## src/hdl/mtc_pkg.sv

```systemverilog
`timescale 1ns / 1ps
// ----------------------------------------------------------------------------
// mtc_pkg
// Shared types, register indexes and arithmetic constants of the motor
// turn-count controller.
// ----------------------------------------------------------------------------
package mtc_pkg;

    // Configuration register indexes
    localparam logic [2:0] REG_THRESHOLD   = 3'd0;
    localparam logic [2:0] REG_COUNTS_TURN = 3'd1;
    localparam logic [2:0] REG_SLOW_DUTY   = 3'd2;
    localparam logic [2:0] REG_MIDDLE_DUTY = 3'd3;
    localparam logic [2:0] REG_FAST_DUTY   = 3'd4;

    localparam int CFG_INDEX_W = 3;
    localparam int CFG_DATA_W  = 11;

    // Configuration reset values
    localparam logic [7:0]  THRESHOLD_RST   = 8'd30;
    localparam logic [10:0] COUNTS_TURN_RST = 11'd1440;
    localparam logic [7:0]  SLOW_DUTY_RST   = 8'd150;
    localparam logic [7:0]  MIDDLE_DUTY_RST = 8'd200;
    localparam logic [7:0]  FAST_DUTY_RST   = 8'd250;

    // Speed levels
    localparam logic [1:0] LVL_SLOW   = 2'd0;
    localparam logic [1:0] LVL_MIDDLE = 2'd1;
    localparam logic [1:0] LVL_FAST   = 2'd2;

    // speed / 1370 on a 12-bit sample is one of three bands
    localparam logic [11:0] SPEED_STEP     = 12'd1370;
    localparam logic [11:0] SPEED_STEP_TWO = 12'd2740;

    // turns / 99 as (turns * 662) >> 16, exact for 12-bit samples
    localparam logic [9:0] TURNS_RECIP = 10'd662;
    localparam int         TURNS_SHIFT = 16;

    // x / 10 as (x * 205) >> 11, exact for 9-bit x
    localparam logic [10:0] TENTH_RECIP = 11'd205;
    localparam int          TENTH_SHIFT = 11;

    localparam int   MAX_TURNS  = 41;
    localparam logic [15:0] EDGE_MAX = 16'hFFFF;
    localparam logic [7:0]  TICK_MAX = 8'hFF;

    typedef struct packed {
        logic [7:0]  trigger_threshold;
        logic [10:0] counts_per_turn;
        logic [7:0]  slow_duty;
        logic [7:0]  middle_duty;
        logic [7:0]  fast_duty;
    } cfg_t;

    typedef struct packed {
        logic [11:0] speed_sample;
        logic [11:0] turns_sample;
        logic        cw_switch;
        logic        ccw_switch;
        logic        encoder_edge;
    } tick_t;

    typedef struct packed {
        logic       forward_drive;
        logic       reverse_drive;
        logic [7:0] drive_duty;
        logic [5:0] turns_set;
        logic [1:0] speed_level;
        logic       busy_res;
    } res_t;

    typedef struct packed {
        logic moving;
        logic hold;
    } status_t;

endpackage

```

## src/hdl/mtc_in_if.sv

```systemverilog
`timescale 1ns / 1ps
// ----------------------------------------------------------------------------
// mtc_in_if
// Tick channel: pot samples, direction switches and encoder edge.
// ----------------------------------------------------------------------------
interface mtc_in_if;
    logic        valid;
    logic        ready;
    logic [11:0] speed_sample;
    logic [11:0] turns_sample;
    logic        cw_switch;
    logic        ccw_switch;
    logic        encoder_edge;

    modport source (
        output valid, speed_sample, turns_sample, cw_switch, ccw_switch, encoder_edge,
        input  ready
    );
    modport sink (
        input  valid, speed_sample, turns_sample, cw_switch, ccw_switch, encoder_edge,
        output ready
    );
endinterface

```

## src/hdl/mtc_out_if.sv

```systemverilog
`timescale 1ns / 1ps
// ----------------------------------------------------------------------------
// mtc_out_if
// Result channel: bridge drive, duty and the displayed settings.
// ----------------------------------------------------------------------------
interface mtc_out_if;
    logic       valid;
    logic       ready;
    logic       forward_drive;
    logic       reverse_drive;
    logic [7:0] drive_duty;
    logic [5:0] turns_set;
    logic [1:0] speed_level;
    logic       busy_res;

    modport source (
        output valid, forward_drive, reverse_drive, drive_duty, turns_set,
               speed_level, busy_res,
        input  ready
    );
    modport sink (
        input  valid, forward_drive, reverse_drive, drive_duty, turns_set,
               speed_level, busy_res,
        output ready
    );
endinterface

```

## src/hdl/mtc_cfg_regs.sv

```systemverilog
`timescale 1ns / 1ps
// ----------------------------------------------------------------------------
// mtc_cfg_regs
// Configuration register file; writes to unknown indexes are dropped.
// ----------------------------------------------------------------------------
module mtc_cfg_regs (
    input  logic                            clk,
    input  logic                            rst_n,
    input  logic                            cfg_we,
    input  logic [mtc_pkg::CFG_INDEX_W-1:0] cfg_index,
    input  logic [mtc_pkg::CFG_DATA_W-1:0]  cfg_data,
    output mtc_pkg::cfg_t                   cfg
);

    mtc_pkg::cfg_t cfg_reg;
    mtc_pkg::cfg_t cfg_next;

    // Decode the write
    always_comb
    begin
        cfg_next = cfg_reg;
        if (cfg_we)
        begin
            case (cfg_index)
                mtc_pkg::REG_THRESHOLD:   cfg_next.trigger_threshold = cfg_data[7:0];
                mtc_pkg::REG_COUNTS_TURN: cfg_next.counts_per_turn   = cfg_data[10:0];
                mtc_pkg::REG_SLOW_DUTY:   cfg_next.slow_duty         = cfg_data[7:0];
                mtc_pkg::REG_MIDDLE_DUTY: cfg_next.middle_duty       = cfg_data[7:0];
                mtc_pkg::REG_FAST_DUTY:   cfg_next.fast_duty         = cfg_data[7:0];
                default:                  cfg_next = cfg_reg;
            endcase
        end
    end

    always_ff @(posedge clk or negedge rst_n)
    begin
        if (!rst_n)
        begin
            cfg_reg.trigger_threshold <= mtc_pkg::THRESHOLD_RST;
            cfg_reg.counts_per_turn   <= mtc_pkg::COUNTS_TURN_RST;
            cfg_reg.slow_duty         <= mtc_pkg::SLOW_DUTY_RST;
            cfg_reg.middle_duty       <= mtc_pkg::MIDDLE_DUTY_RST;
            cfg_reg.fast_duty         <= mtc_pkg::FAST_DUTY_RST;
        end
        else
        begin
            cfg_reg <= cfg_next;
        end
    end

    assign cfg = cfg_reg;

endmodule

```

## src/hdl/mtc_core.sv

```systemverilog
`timescale 1ns / 1ps
// ----------------------------------------------------------------------------
// mtc_core
// Controller state and the per-tick update: turns filter, speed band,
// switch debounce counters, move start and encoder edge counting.
// ----------------------------------------------------------------------------
module mtc_core (
    input  logic              clk,
    input  logic              rst_n,
    input  logic              fire,
    input  mtc_pkg::tick_t    tick,
    input  mtc_pkg::cfg_t     cfg,
    output mtc_pkg::res_t     res,
    output mtc_pkg::status_t  status
);

    logic [5:0]  turns_reg,  turns_next;
    logic        hold_reg,   hold_next;
    logic        cw_dir_reg, cw_dir_next;
    logic [7:0]  cw_ticks_reg,  cw_ticks_next;
    logic [7:0]  ccw_ticks_reg, ccw_ticks_next;
    logic        moving_reg, moving_next;
    logic [15:0] edge_cnt_reg,  edge_cnt_next;
    logic [15:0] edge_lim_reg,  edge_lim_next;
    logic [7:0]  duty_reg,  duty_next;
    logic [1:0]  level_reg, level_next;

    logic [21:0] quot_prod;
    logic [5:0]  quot;
    logic [8:0]  blend;
    logic [19:0] tenth_prod;
    logic [5:0]  turns_new;
    logic [1:0]  level_new;
    logic [7:0]  duty_new;
    logic [16:0] lim_prod;
    logic [15:0] lim_sat;
    logic [15:0] edge_inc;
    logic        hold_off;
    logic [7:0]  cw_cnt, ccw_cnt;

    // Turns filter: q = turns/99, then (3*old + 7*q)/10
    always_comb
    begin
        quot_prod  = {10'd0, tick.turns_sample} * {12'd0, mtc_pkg::TURNS_RECIP};
        quot       = quot_prod[mtc_pkg::TURNS_SHIFT +: 6];
        blend      = ({3'd0, turns_reg} * 9'd3) + ({3'd0, quot} * 9'd7);
        tenth_prod = {11'd0, blend} * {9'd0, mtc_pkg::TENTH_RECIP};
        turns_new  = tenth_prod[mtc_pkg::TENTH_SHIFT +: 6];
    end

    // Speed band and its duty
    always_comb
    begin
        if (tick.speed_sample >= mtc_pkg::SPEED_STEP_TWO)
            level_new = mtc_pkg::LVL_FAST;
        else if (tick.speed_sample >= mtc_pkg::SPEED_STEP)
            level_new = mtc_pkg::LVL_MIDDLE;
        else
            level_new = mtc_pkg::LVL_SLOW;

        case (level_new)
            mtc_pkg::LVL_SLOW:   duty_new = cfg.slow_duty;
            mtc_pkg::LVL_MIDDLE: duty_new = cfg.middle_duty;
            default:             duty_new = cfg.fast_duty;
        endcase
    end

    // Move length, saturated to 16 bits
    always_comb
    begin
        lim_prod = {11'd0, turns_new} * {6'd0, cfg.counts_per_turn};
        lim_sat  = lim_prod[16] ? mtc_pkg::EDGE_MAX : lim_prod[15:0];
    end

    // Next state for one tick
    always_comb
    begin
        turns_next     = turns_reg;
        hold_next      = hold_reg;
        cw_dir_next    = cw_dir_reg;
        cw_ticks_next  = cw_ticks_reg;
        ccw_ticks_next = ccw_ticks_reg;
        moving_next    = moving_reg;
        edge_cnt_next  = edge_cnt_reg;
        edge_lim_next  = edge_lim_reg;
        duty_next      = duty_reg;
        level_next     = level_reg;
        hold_off       = 1'b0;
        cw_cnt         = cw_ticks_reg;
        ccw_cnt        = ccw_ticks_reg;
        edge_inc       = edge_cnt_reg;

        if (moving_reg)
        begin
            // Count encoder edges until the limit
            if (tick.encoder_edge && (edge_cnt_reg != mtc_pkg::EDGE_MAX))
                edge_inc = edge_cnt_reg + 16'd1;
            edge_cnt_next = edge_inc;
            if (edge_inc >= edge_lim_reg)
                moving_next = 1'b0;
        end
        else
        begin
            hold_off   = hold_reg && (tick.cw_switch || tick.ccw_switch);
            hold_next  = hold_off;
            turns_next = turns_new;
            level_next = level_new;
            duty_next  = duty_new;

            // Debounce the switches outside manual mode and hold
            if ((turns_new != 6'd0) && !hold_off)
            begin
                if (!tick.cw_switch && !tick.ccw_switch)
                begin
                    cw_cnt  = 8'd0;
                    ccw_cnt = 8'd0;
                end
                else if (tick.cw_switch && !tick.ccw_switch)
                begin
                    cw_cnt  = (cw_ticks_reg == mtc_pkg::TICK_MAX) ? cw_ticks_reg
                                                                 : cw_ticks_reg + 8'd1;
                    ccw_cnt = 8'd0;
                    cw_dir_next = 1'b1;
                end
                else if (!tick.cw_switch && tick.ccw_switch)
                begin
                    ccw_cnt = (ccw_ticks_reg == mtc_pkg::TICK_MAX) ? ccw_ticks_reg
                                                                  : ccw_ticks_reg + 8'd1;
                    cw_cnt  = 8'd0;
                    cw_dir_next = 1'b0;
                end
                cw_ticks_next  = cw_cnt;
                ccw_ticks_next = ccw_cnt;

                // Start a move once either count reaches the threshold
                if ((cw_cnt >= cfg.trigger_threshold) || (ccw_cnt >= cfg.trigger_threshold))
                begin
                    edge_lim_next = lim_sat;
                    edge_cnt_next = 16'd0;
                    moving_next   = (lim_sat != 16'd0);
                    hold_next     = 1'b1;
                end
            end
        end
    end

    always_ff @(posedge clk or negedge rst_n)
    begin
        if (!rst_n)
        begin
            turns_reg     <= 6'd0;
            hold_reg      <= 1'b1;
            cw_dir_reg    <= 1'b1;
            cw_ticks_reg  <= 8'd0;
            ccw_ticks_reg <= 8'd0;
            moving_reg    <= 1'b0;
            edge_cnt_reg  <= 16'd0;
            edge_lim_reg  <= 16'd0;
            duty_reg      <= 8'd0;
            level_reg     <= mtc_pkg::LVL_SLOW;
        end
        else if (fire)
        begin
            turns_reg     <= turns_next;
            hold_reg      <= hold_next;
            cw_dir_reg    <= cw_dir_next;
            cw_ticks_reg  <= cw_ticks_next;
            ccw_ticks_reg <= ccw_ticks_next;
            moving_reg    <= moving_next;
            edge_cnt_reg  <= edge_cnt_next;
            edge_lim_reg  <= edge_lim_next;
            duty_reg      <= duty_next;
            level_reg     <= level_next;
        end
    end

    // Result shows the state after the tick
    always_comb
    begin
        res.forward_drive = moving_next && cw_dir_next;
        res.reverse_drive = moving_next && !cw_dir_next;
        res.drive_duty    = moving_next ? duty_next : 8'd0;
        res.turns_set     = turns_next;
        res.speed_level   = level_next;
        res.busy_res      = moving_next;
    end

    assign status.moving = moving_reg;
    assign status.hold   = hold_reg;

endmodule

```

## src/hdl/motor_turn_count_controller_top.sv

```systemverilog
`timescale 1ns / 1ps
// ----------------------------------------------------------------------------
// motor_turn_count_controller_top
// Turn-count motor controller: tick register, controller core, result
// register and configuration registers.
// ----------------------------------------------------------------------------
// Every tick word gives exactly one result word. A word is captured in the
// tick register, passed through the core when the result register is free
// or being read (filter, speed band, debounce and edge count are all one
// pass of logic), and the result lands in the result register. One word
// per cycle is sustained while result.ready stays high. The tick register
// keeps taking words while a result waits, until both registers are full.
// Write configuration only while no word is in flight.
module motor_turn_count_controller_top (
    input  logic                            clk,
    input  logic                            rst_n,
    mtc_in_if.sink                          sample,
    mtc_out_if.source                       result,
    input  logic                            cfg_we,
    input  logic [mtc_pkg::CFG_INDEX_W-1:0] cfg_index,
    input  logic [mtc_pkg::CFG_DATA_W-1:0]  cfg_data
);

    mtc_pkg::cfg_t    cfg;
    mtc_pkg::tick_t   tick_reg;
    mtc_pkg::res_t    res_comb;
    mtc_pkg::res_t    res_reg;
    mtc_pkg::status_t status;
    logic             tick_valid_reg, tick_valid_next;
    logic             res_valid_reg,  res_valid_next;
    logic             advance;
    logic             take;

    mtc_cfg_regs u_cfg (
        .clk       (clk),
        .rst_n     (rst_n),
        .cfg_we    (cfg_we),
        .cfg_index (cfg_index),
        .cfg_data  (cfg_data),
        .cfg       (cfg)
    );

    // Move the held word into the core when the result slot frees
    assign advance      = tick_valid_reg && (!res_valid_reg || result.ready);
    assign sample.ready = !tick_valid_reg || advance;
    assign take         = sample.valid && sample.ready;

    mtc_core u_core (
        .clk    (clk),
        .rst_n  (rst_n),
        .fire   (advance),
        .tick   (tick_reg),
        .cfg    (cfg),
        .res    (res_comb),
        .status (status)
    );

    always_comb
    begin
        tick_valid_next = tick_valid_reg;
        if (take)
            tick_valid_next = 1'b1;
        else if (advance)
            tick_valid_next = 1'b0;

        res_valid_next = res_valid_reg;
        if (advance)
            res_valid_next = 1'b1;
        else if (result.ready)
            res_valid_next = 1'b0;
    end

    // Hold valid flags
    always_ff @(posedge clk or negedge rst_n)
    begin
        if (!rst_n)
        begin
            tick_valid_reg <= 1'b0;
            res_valid_reg  <= 1'b0;
        end
        else
        begin
            tick_valid_reg <= tick_valid_next;
            res_valid_reg  <= res_valid_next;
        end
    end

    // Capture the tick word and the result word
    always_ff @(posedge clk)
    begin
        if (take)
        begin
            tick_reg.speed_sample <= sample.speed_sample;
            tick_reg.turns_sample <= sample.turns_sample;
            tick_reg.cw_switch    <= sample.cw_switch;
            tick_reg.ccw_switch   <= sample.ccw_switch;
            tick_reg.encoder_edge <= sample.encoder_edge;
        end
        if (advance)
            res_reg <= res_comb;
    end

    assign result.valid         = res_valid_reg;
    assign result.forward_drive = res_reg.forward_drive;
    assign result.reverse_drive = res_reg.reverse_drive;
    assign result.drive_duty    = res_reg.drive_duty;
    assign result.turns_set     = res_reg.turns_set;
    assign result.speed_level   = res_reg.speed_level;
    assign result.busy_res      = res_reg.busy_res;

`ifndef SYNTH
    // A move always runs under hold
    a_move_under_hold: assert property (@(posedge clk) disable iff (!rst_n)
        status.moving |-> status.hold)
        else $error("move running without hold");

    // Drive lines follow the busy flag and never both fire
    a_drive_busy: assert property (@(posedge clk) disable iff (!rst_n)
        result.valid |-> ((result.forward_drive || result.reverse_drive) == result.busy_res)
                         && !(result.forward_drive && result.reverse_drive))
        else $error("drive lines disagree with busy");

    // Duty is zero when stopped
    a_duty_stopped: assert property (@(posedge clk) disable iff (!rst_n)
        (result.valid && !result.busy_res) |-> (result.drive_duty == 8'd0))
        else $error("duty while stopped");

    // Filtered turns stay within the pot range
    a_turns_range: assert property (@(posedge clk) disable iff (!rst_n)
        result.valid |-> (result.turns_set <= 6'(mtc_pkg::MAX_TURNS)))
        else $error("turns out of range");
`endif

endmodule
```

## src/flat_wrapper.sv

```systemverilog
// flat-port wrapper written by rule: the top's interface ports become plain ports
module motor_turn_count_controller_top_flat 
  (clk, rst_n, cfg_we, cfg_index, cfg_data, sample_valid, sample_speed_sample, sample_turns_sample, sample_cw_switch, sample_ccw_switch, sample_encoder_edge, sample_ready, result_valid, result_forward_drive, result_reverse_drive, result_drive_duty, result_turns_set, result_speed_level, result_busy_res, result_ready);
  mtc_in_if sample_i ();
  mtc_out_if result_i ();
  input  logic clk;
  input  logic rst_n;
  input  logic cfg_we;
  input  logic [mtc_pkg::CFG_INDEX_W-1:0] cfg_index;
  input  logic [mtc_pkg::CFG_DATA_W-1:0] cfg_data;
  input wire logic [$bits(sample_i.valid)-1:0] sample_valid;
  input wire logic [$bits(sample_i.speed_sample)-1:0] sample_speed_sample;
  input wire logic [$bits(sample_i.turns_sample)-1:0] sample_turns_sample;
  input wire logic [$bits(sample_i.cw_switch)-1:0] sample_cw_switch;
  input wire logic [$bits(sample_i.ccw_switch)-1:0] sample_ccw_switch;
  input wire logic [$bits(sample_i.encoder_edge)-1:0] sample_encoder_edge;
  output wire logic [$bits(sample_i.ready)-1:0] sample_ready;
  output wire logic [$bits(result_i.valid)-1:0] result_valid;
  output wire logic [$bits(result_i.forward_drive)-1:0] result_forward_drive;
  output wire logic [$bits(result_i.reverse_drive)-1:0] result_reverse_drive;
  output wire logic [$bits(result_i.drive_duty)-1:0] result_drive_duty;
  output wire logic [$bits(result_i.turns_set)-1:0] result_turns_set;
  output wire logic [$bits(result_i.speed_level)-1:0] result_speed_level;
  output wire logic [$bits(result_i.busy_res)-1:0] result_busy_res;
  input wire logic [$bits(result_i.ready)-1:0] result_ready;
  assign sample_i.valid = sample_valid;
  assign sample_i.speed_sample = sample_speed_sample;
  assign sample_i.turns_sample = sample_turns_sample;
  assign sample_i.cw_switch = sample_cw_switch;
  assign sample_i.ccw_switch = sample_ccw_switch;
  assign sample_i.encoder_edge = sample_encoder_edge;
  assign sample_ready = sample_i.ready;
  assign result_valid = result_i.valid;
  assign result_forward_drive = result_i.forward_drive;
  assign result_reverse_drive = result_i.reverse_drive;
  assign result_drive_duty = result_i.drive_duty;
  assign result_turns_set = result_i.turns_set;
  assign result_speed_level = result_i.speed_level;
  assign result_busy_res = result_i.busy_res;
  assign result_i.ready = result_ready;
  motor_turn_count_controller_top u_core (.clk(clk), .rst_n(rst_n), .sample(sample_i), .result(result_i), .cfg_we(cfg_we), .cfg_index(cfg_index), .cfg_data(cfg_data));
endmodule
```

## config.mk

```make
export PLATFORM = sky130hd
export DESIGN_NAME = motor_turn_count_controller_top_flat
export DESIGN_NICKNAME = d
export VERILOG_FILES = /design/src/hdl/mtc_pkg.sv /design/src/hdl/mtc_in_if.sv /design/src/hdl/mtc_out_if.sv /design/src/hdl/mtc_cfg_regs.sv /design/src/hdl/mtc_core.sv /design/src/hdl/motor_turn_count_controller_top.sv /design/src/flat_wrapper.sv
export SDC_FILE = /design/constraint.sdc
export NUM_CORES = 1
export LEC_CHECK = 0
export BUFFER_PORTS_ARGS = -buffer_cell sky130_fd_sc_hd__buf_2
export CAP_MARGIN = 20
export CORE_MARGIN = 10
export CORE_UTILIZATION = 62
export CTS_CLUSTER_SIZE = 20
export DETAILED_ROUTE_END_ITERATION = 6
export GPL_ROUTABILITY_DRIVEN = 0
export PLACE_DENSITY = 0.88
export SLEW_MARGIN = 20
export SYNTH_ARGS = -nofsm -noshare
export SYNTH_HDL_FRONTEND = slang
export SYNTH_SLANG_ARGS = --single-unit
```

## constraint.sdc

```tcl
create_clock -name clk -period 26.4 [get_ports clk]
set_clock_uncertainty 0.2 [all_clocks]
set_input_delay 1.32 -clock clk [delete_from_list [all_inputs] [get_ports clk]]
set_output_delay 1.32 -clock clk [all_outputs]
set_load 0.02 [all_outputs]
```

==> flow_summary.yaml <==
timing:
  relSlewSlack: 0.243
  setup_viol_count_final: 0
  timing.final.hold_violations: 0
  slew_violations: 0
  setup_tns_ns: 0
  period_needed_ns: 16.68
  rsz0062_at_grt: "false"
  tightest_slew_ns: 1.13
  fin_crit_sh: 0.632
  fmax_mhz: 60.0
yosys:
  synth_area_sq_um: 13500
  synth_nets: 1673
  synth_cell_types: 72
  synth_most_common_cell: "inv_1"
  synth_simple_gate_area_share: 0.125
  yosysWarningCount: 0
  synth_ff_type: "dfrtp_1"
  synth_compound_area_frac: 0.110
  synth-seq-area-share: 0.309
  synth-edff-count: 45
  synth_top_area_frac: 0.173
  yosysTopAreaCell: "ha_1"
  synthTopCellsByCount: "inv_1, ha_1, nand2_1, dfrtp_1, fa_1"
  synthAdderAreaFrac: 0.300
  avgSynthCellArea_sq_um: 9.99
  ys_ff_latch: 157
  synth-xor-area-share: 0.0376
  synthArstFlopShare: 0.713
  synth_top_family_by_area: "adder cells"
  synthCells: 1354
  synth.mux.area_fraction: 0.0474
  netlist_top_cells_area: "ha_1, dfrtp_1, fa_1"
setup_path:
  worst-setup-path-type: "flop to flop"
  cp_slowest_cell: "fa_1"
  worstPathRequired_ns: 26.41
  path_max_fanout: 20
  startpoint_type: "flop"
  crit_top_cell: "inv_1"
  crit_arrival_ns: 16.69
  critPathCaptureType: "flop"
  cp_slowest_stage_delay_ns: 0.55
clocking:
  clockBufferDepth: 2
  clk_pin_slew_worst_paths_ns: 0.07
  holdBufCountCts: 0
  h-tree-depth: 4
  root_buffer: "clkbuf_16"
  cts_setup_buffers: 0
  cts_resized: 0
  cts-buffers-inserted: 17
  cts_sinks: 157
  cts_tree: "done"
  clock_latency_ns: 0.46
drt:
  drt-total-wl_mm: 30.5
  wl_per_cell_microns: 17.9
  route.detailed.drc: 0
  drt-pass1-iter-count: 5
  vias: 10100
  drt_iter0_markers: 645
  avgViaCountPerCell: 5.93
  postRouteAntennaNets: 0
placement:
  port_buffers: 65
  dp_hpwl_mm: 22.4
cells_and_area:
  filler_cell_count: 1486
  antenna_cells: 0
  area_delta_synth_final_pct: 9.23
  largest_reg_flops: 43
  nets: 1731
  drive_above_1_share: 0.142
grt:
  grt_pass1_wl_mm: 51.2
  grt-ovfl-total: 0
  grt_use_total: 0.219
  grt_pass1_vias: 10700
  antenna_found_initial: 0
  grt_max_degree: 78
floorplanning:
  dieArea_sq_um: 28100
  core-area_sq_um: 21200
  fp.dieH_microns: 168
  die_x_microns: 168
  start_util: 0.637
  io_pins: 67
  rows: 53
min_path:
  min_path_type: "flop to flop"
run:
  maxCapViolations: 0
outcome:
  status: "completed"
==> layout make-up <==
cell class	count	area, sq um	area share
flip-flops and latches	157	4180	0.283
inverters	213	800	0.0541
well taps	275	344	0.0233
multi-input cells	949	8430	0.571
clock buffers	17	425	0.0288
clock inverters	15	193	0.0130
repair buffers	74	395	0.0268
==> cells in the final DEF (no fill, tap or decap), drive strengths merged, types with 6 or more instances in the layout <==
cell type  count
inv          219
ha           187
nand2        100
dfrtp         89
fa            86
buf           74
nor2          70
o21ai         57
mux2          54
a21oi         53
edfxtp        45
and2          45
and3          31
xnor2         31
xor2          27
a31oi         23
dfstp         23
nor3          19
clkbuf        17
a21o          16
nand3         15
a211oi        15
nand2b        14
nand4          9
o21a           8
a22o           8
clkinv         8
nor2b          6
or2            6
o211ai         6
==> cell families after synthesis <==
group,after synthesis
compound gates,226
flops,157
xor+xnor,58
mux,55
simple gates,337
buf+inv,248
fa+ha+maj,273
==> layer usage <==
| layer | vias to the layer above | share of wire | GRT usage |
|---|---|---|---|
| li1 | 4737 | - | - |
| met1 | 4972 | 0.40 | 0.257 |
| met2 | 287 | 0.52 | 0.387 |
| met3 | 78 | 0.051 | 0.0410 |
| met4 | 0 | 0.025 | 0.0840 |
| met5 | - | 0 | 0 |
==> per-stage QoR <==
stage / instances / cell area, sq um / worst slack (ns) / util / hold WS, ns
6_report: 1700 / 14800 / 9.72 / 0.696 / 0.292
5_1_grt: 1700 / 14800 / 8.83 / 0.696 / 0.309
4_1_cts: 1700 / 14700 / 9.77 / 0.695 / 0.289
3_5_place_dp: 1668 / 14100 / 9.98 / 0.665 / 0.273
3_3_place_gp: 1668 / 14100 / 10.38 / 0.665 / 0.256
2_1_floorplan: 1354 / 13500 / 11.43 / - / 0.242
==> critical path, delay by kind of cell (launching register included) <==
family                     cells  cell delay, ns
AOI/OAI and AO/OA             17            4.48
xor gates and xnor gates       3            0.72
adders and majority gates     18            7.76
buffers and inverters         13            1.05
DFF                            1            0.52
and+or+nand+nor                9            1.66
==> path summary, 6_finish.rpt <==
| check | from | endpoint | slack [ns] | cells after the start |
|---|---|---|---|---|
| min in group asynchronous | rst_n | u_core.u_core.ccw_ticks_reg[4] | 0.62 | 1 |
| max | u_core.tick_reg[7] | u_core.result.reverse_drive | 9.72 | 60 |
| min | u_core.u_core.duty_reg[3] | u_core.u_core.duty_reg[3] | 0.29 | 2 |
| max reg2reg | u_core.tick_reg[7] | u_core.result.reverse_drive | 9.72 | 60 |
| max in group asynchronous | rst_n | u_core.u_core.turns_reg[4] | 24.05 | 2 |
| min reg2reg | u_core.u_core.duty_reg[3] | u_core.u_core.duty_reg[3] | 0.29 | 2 |
Power is not shown: default switching activity piles up to over one toggle a cycle in this logic, so the estimate is an artifact.
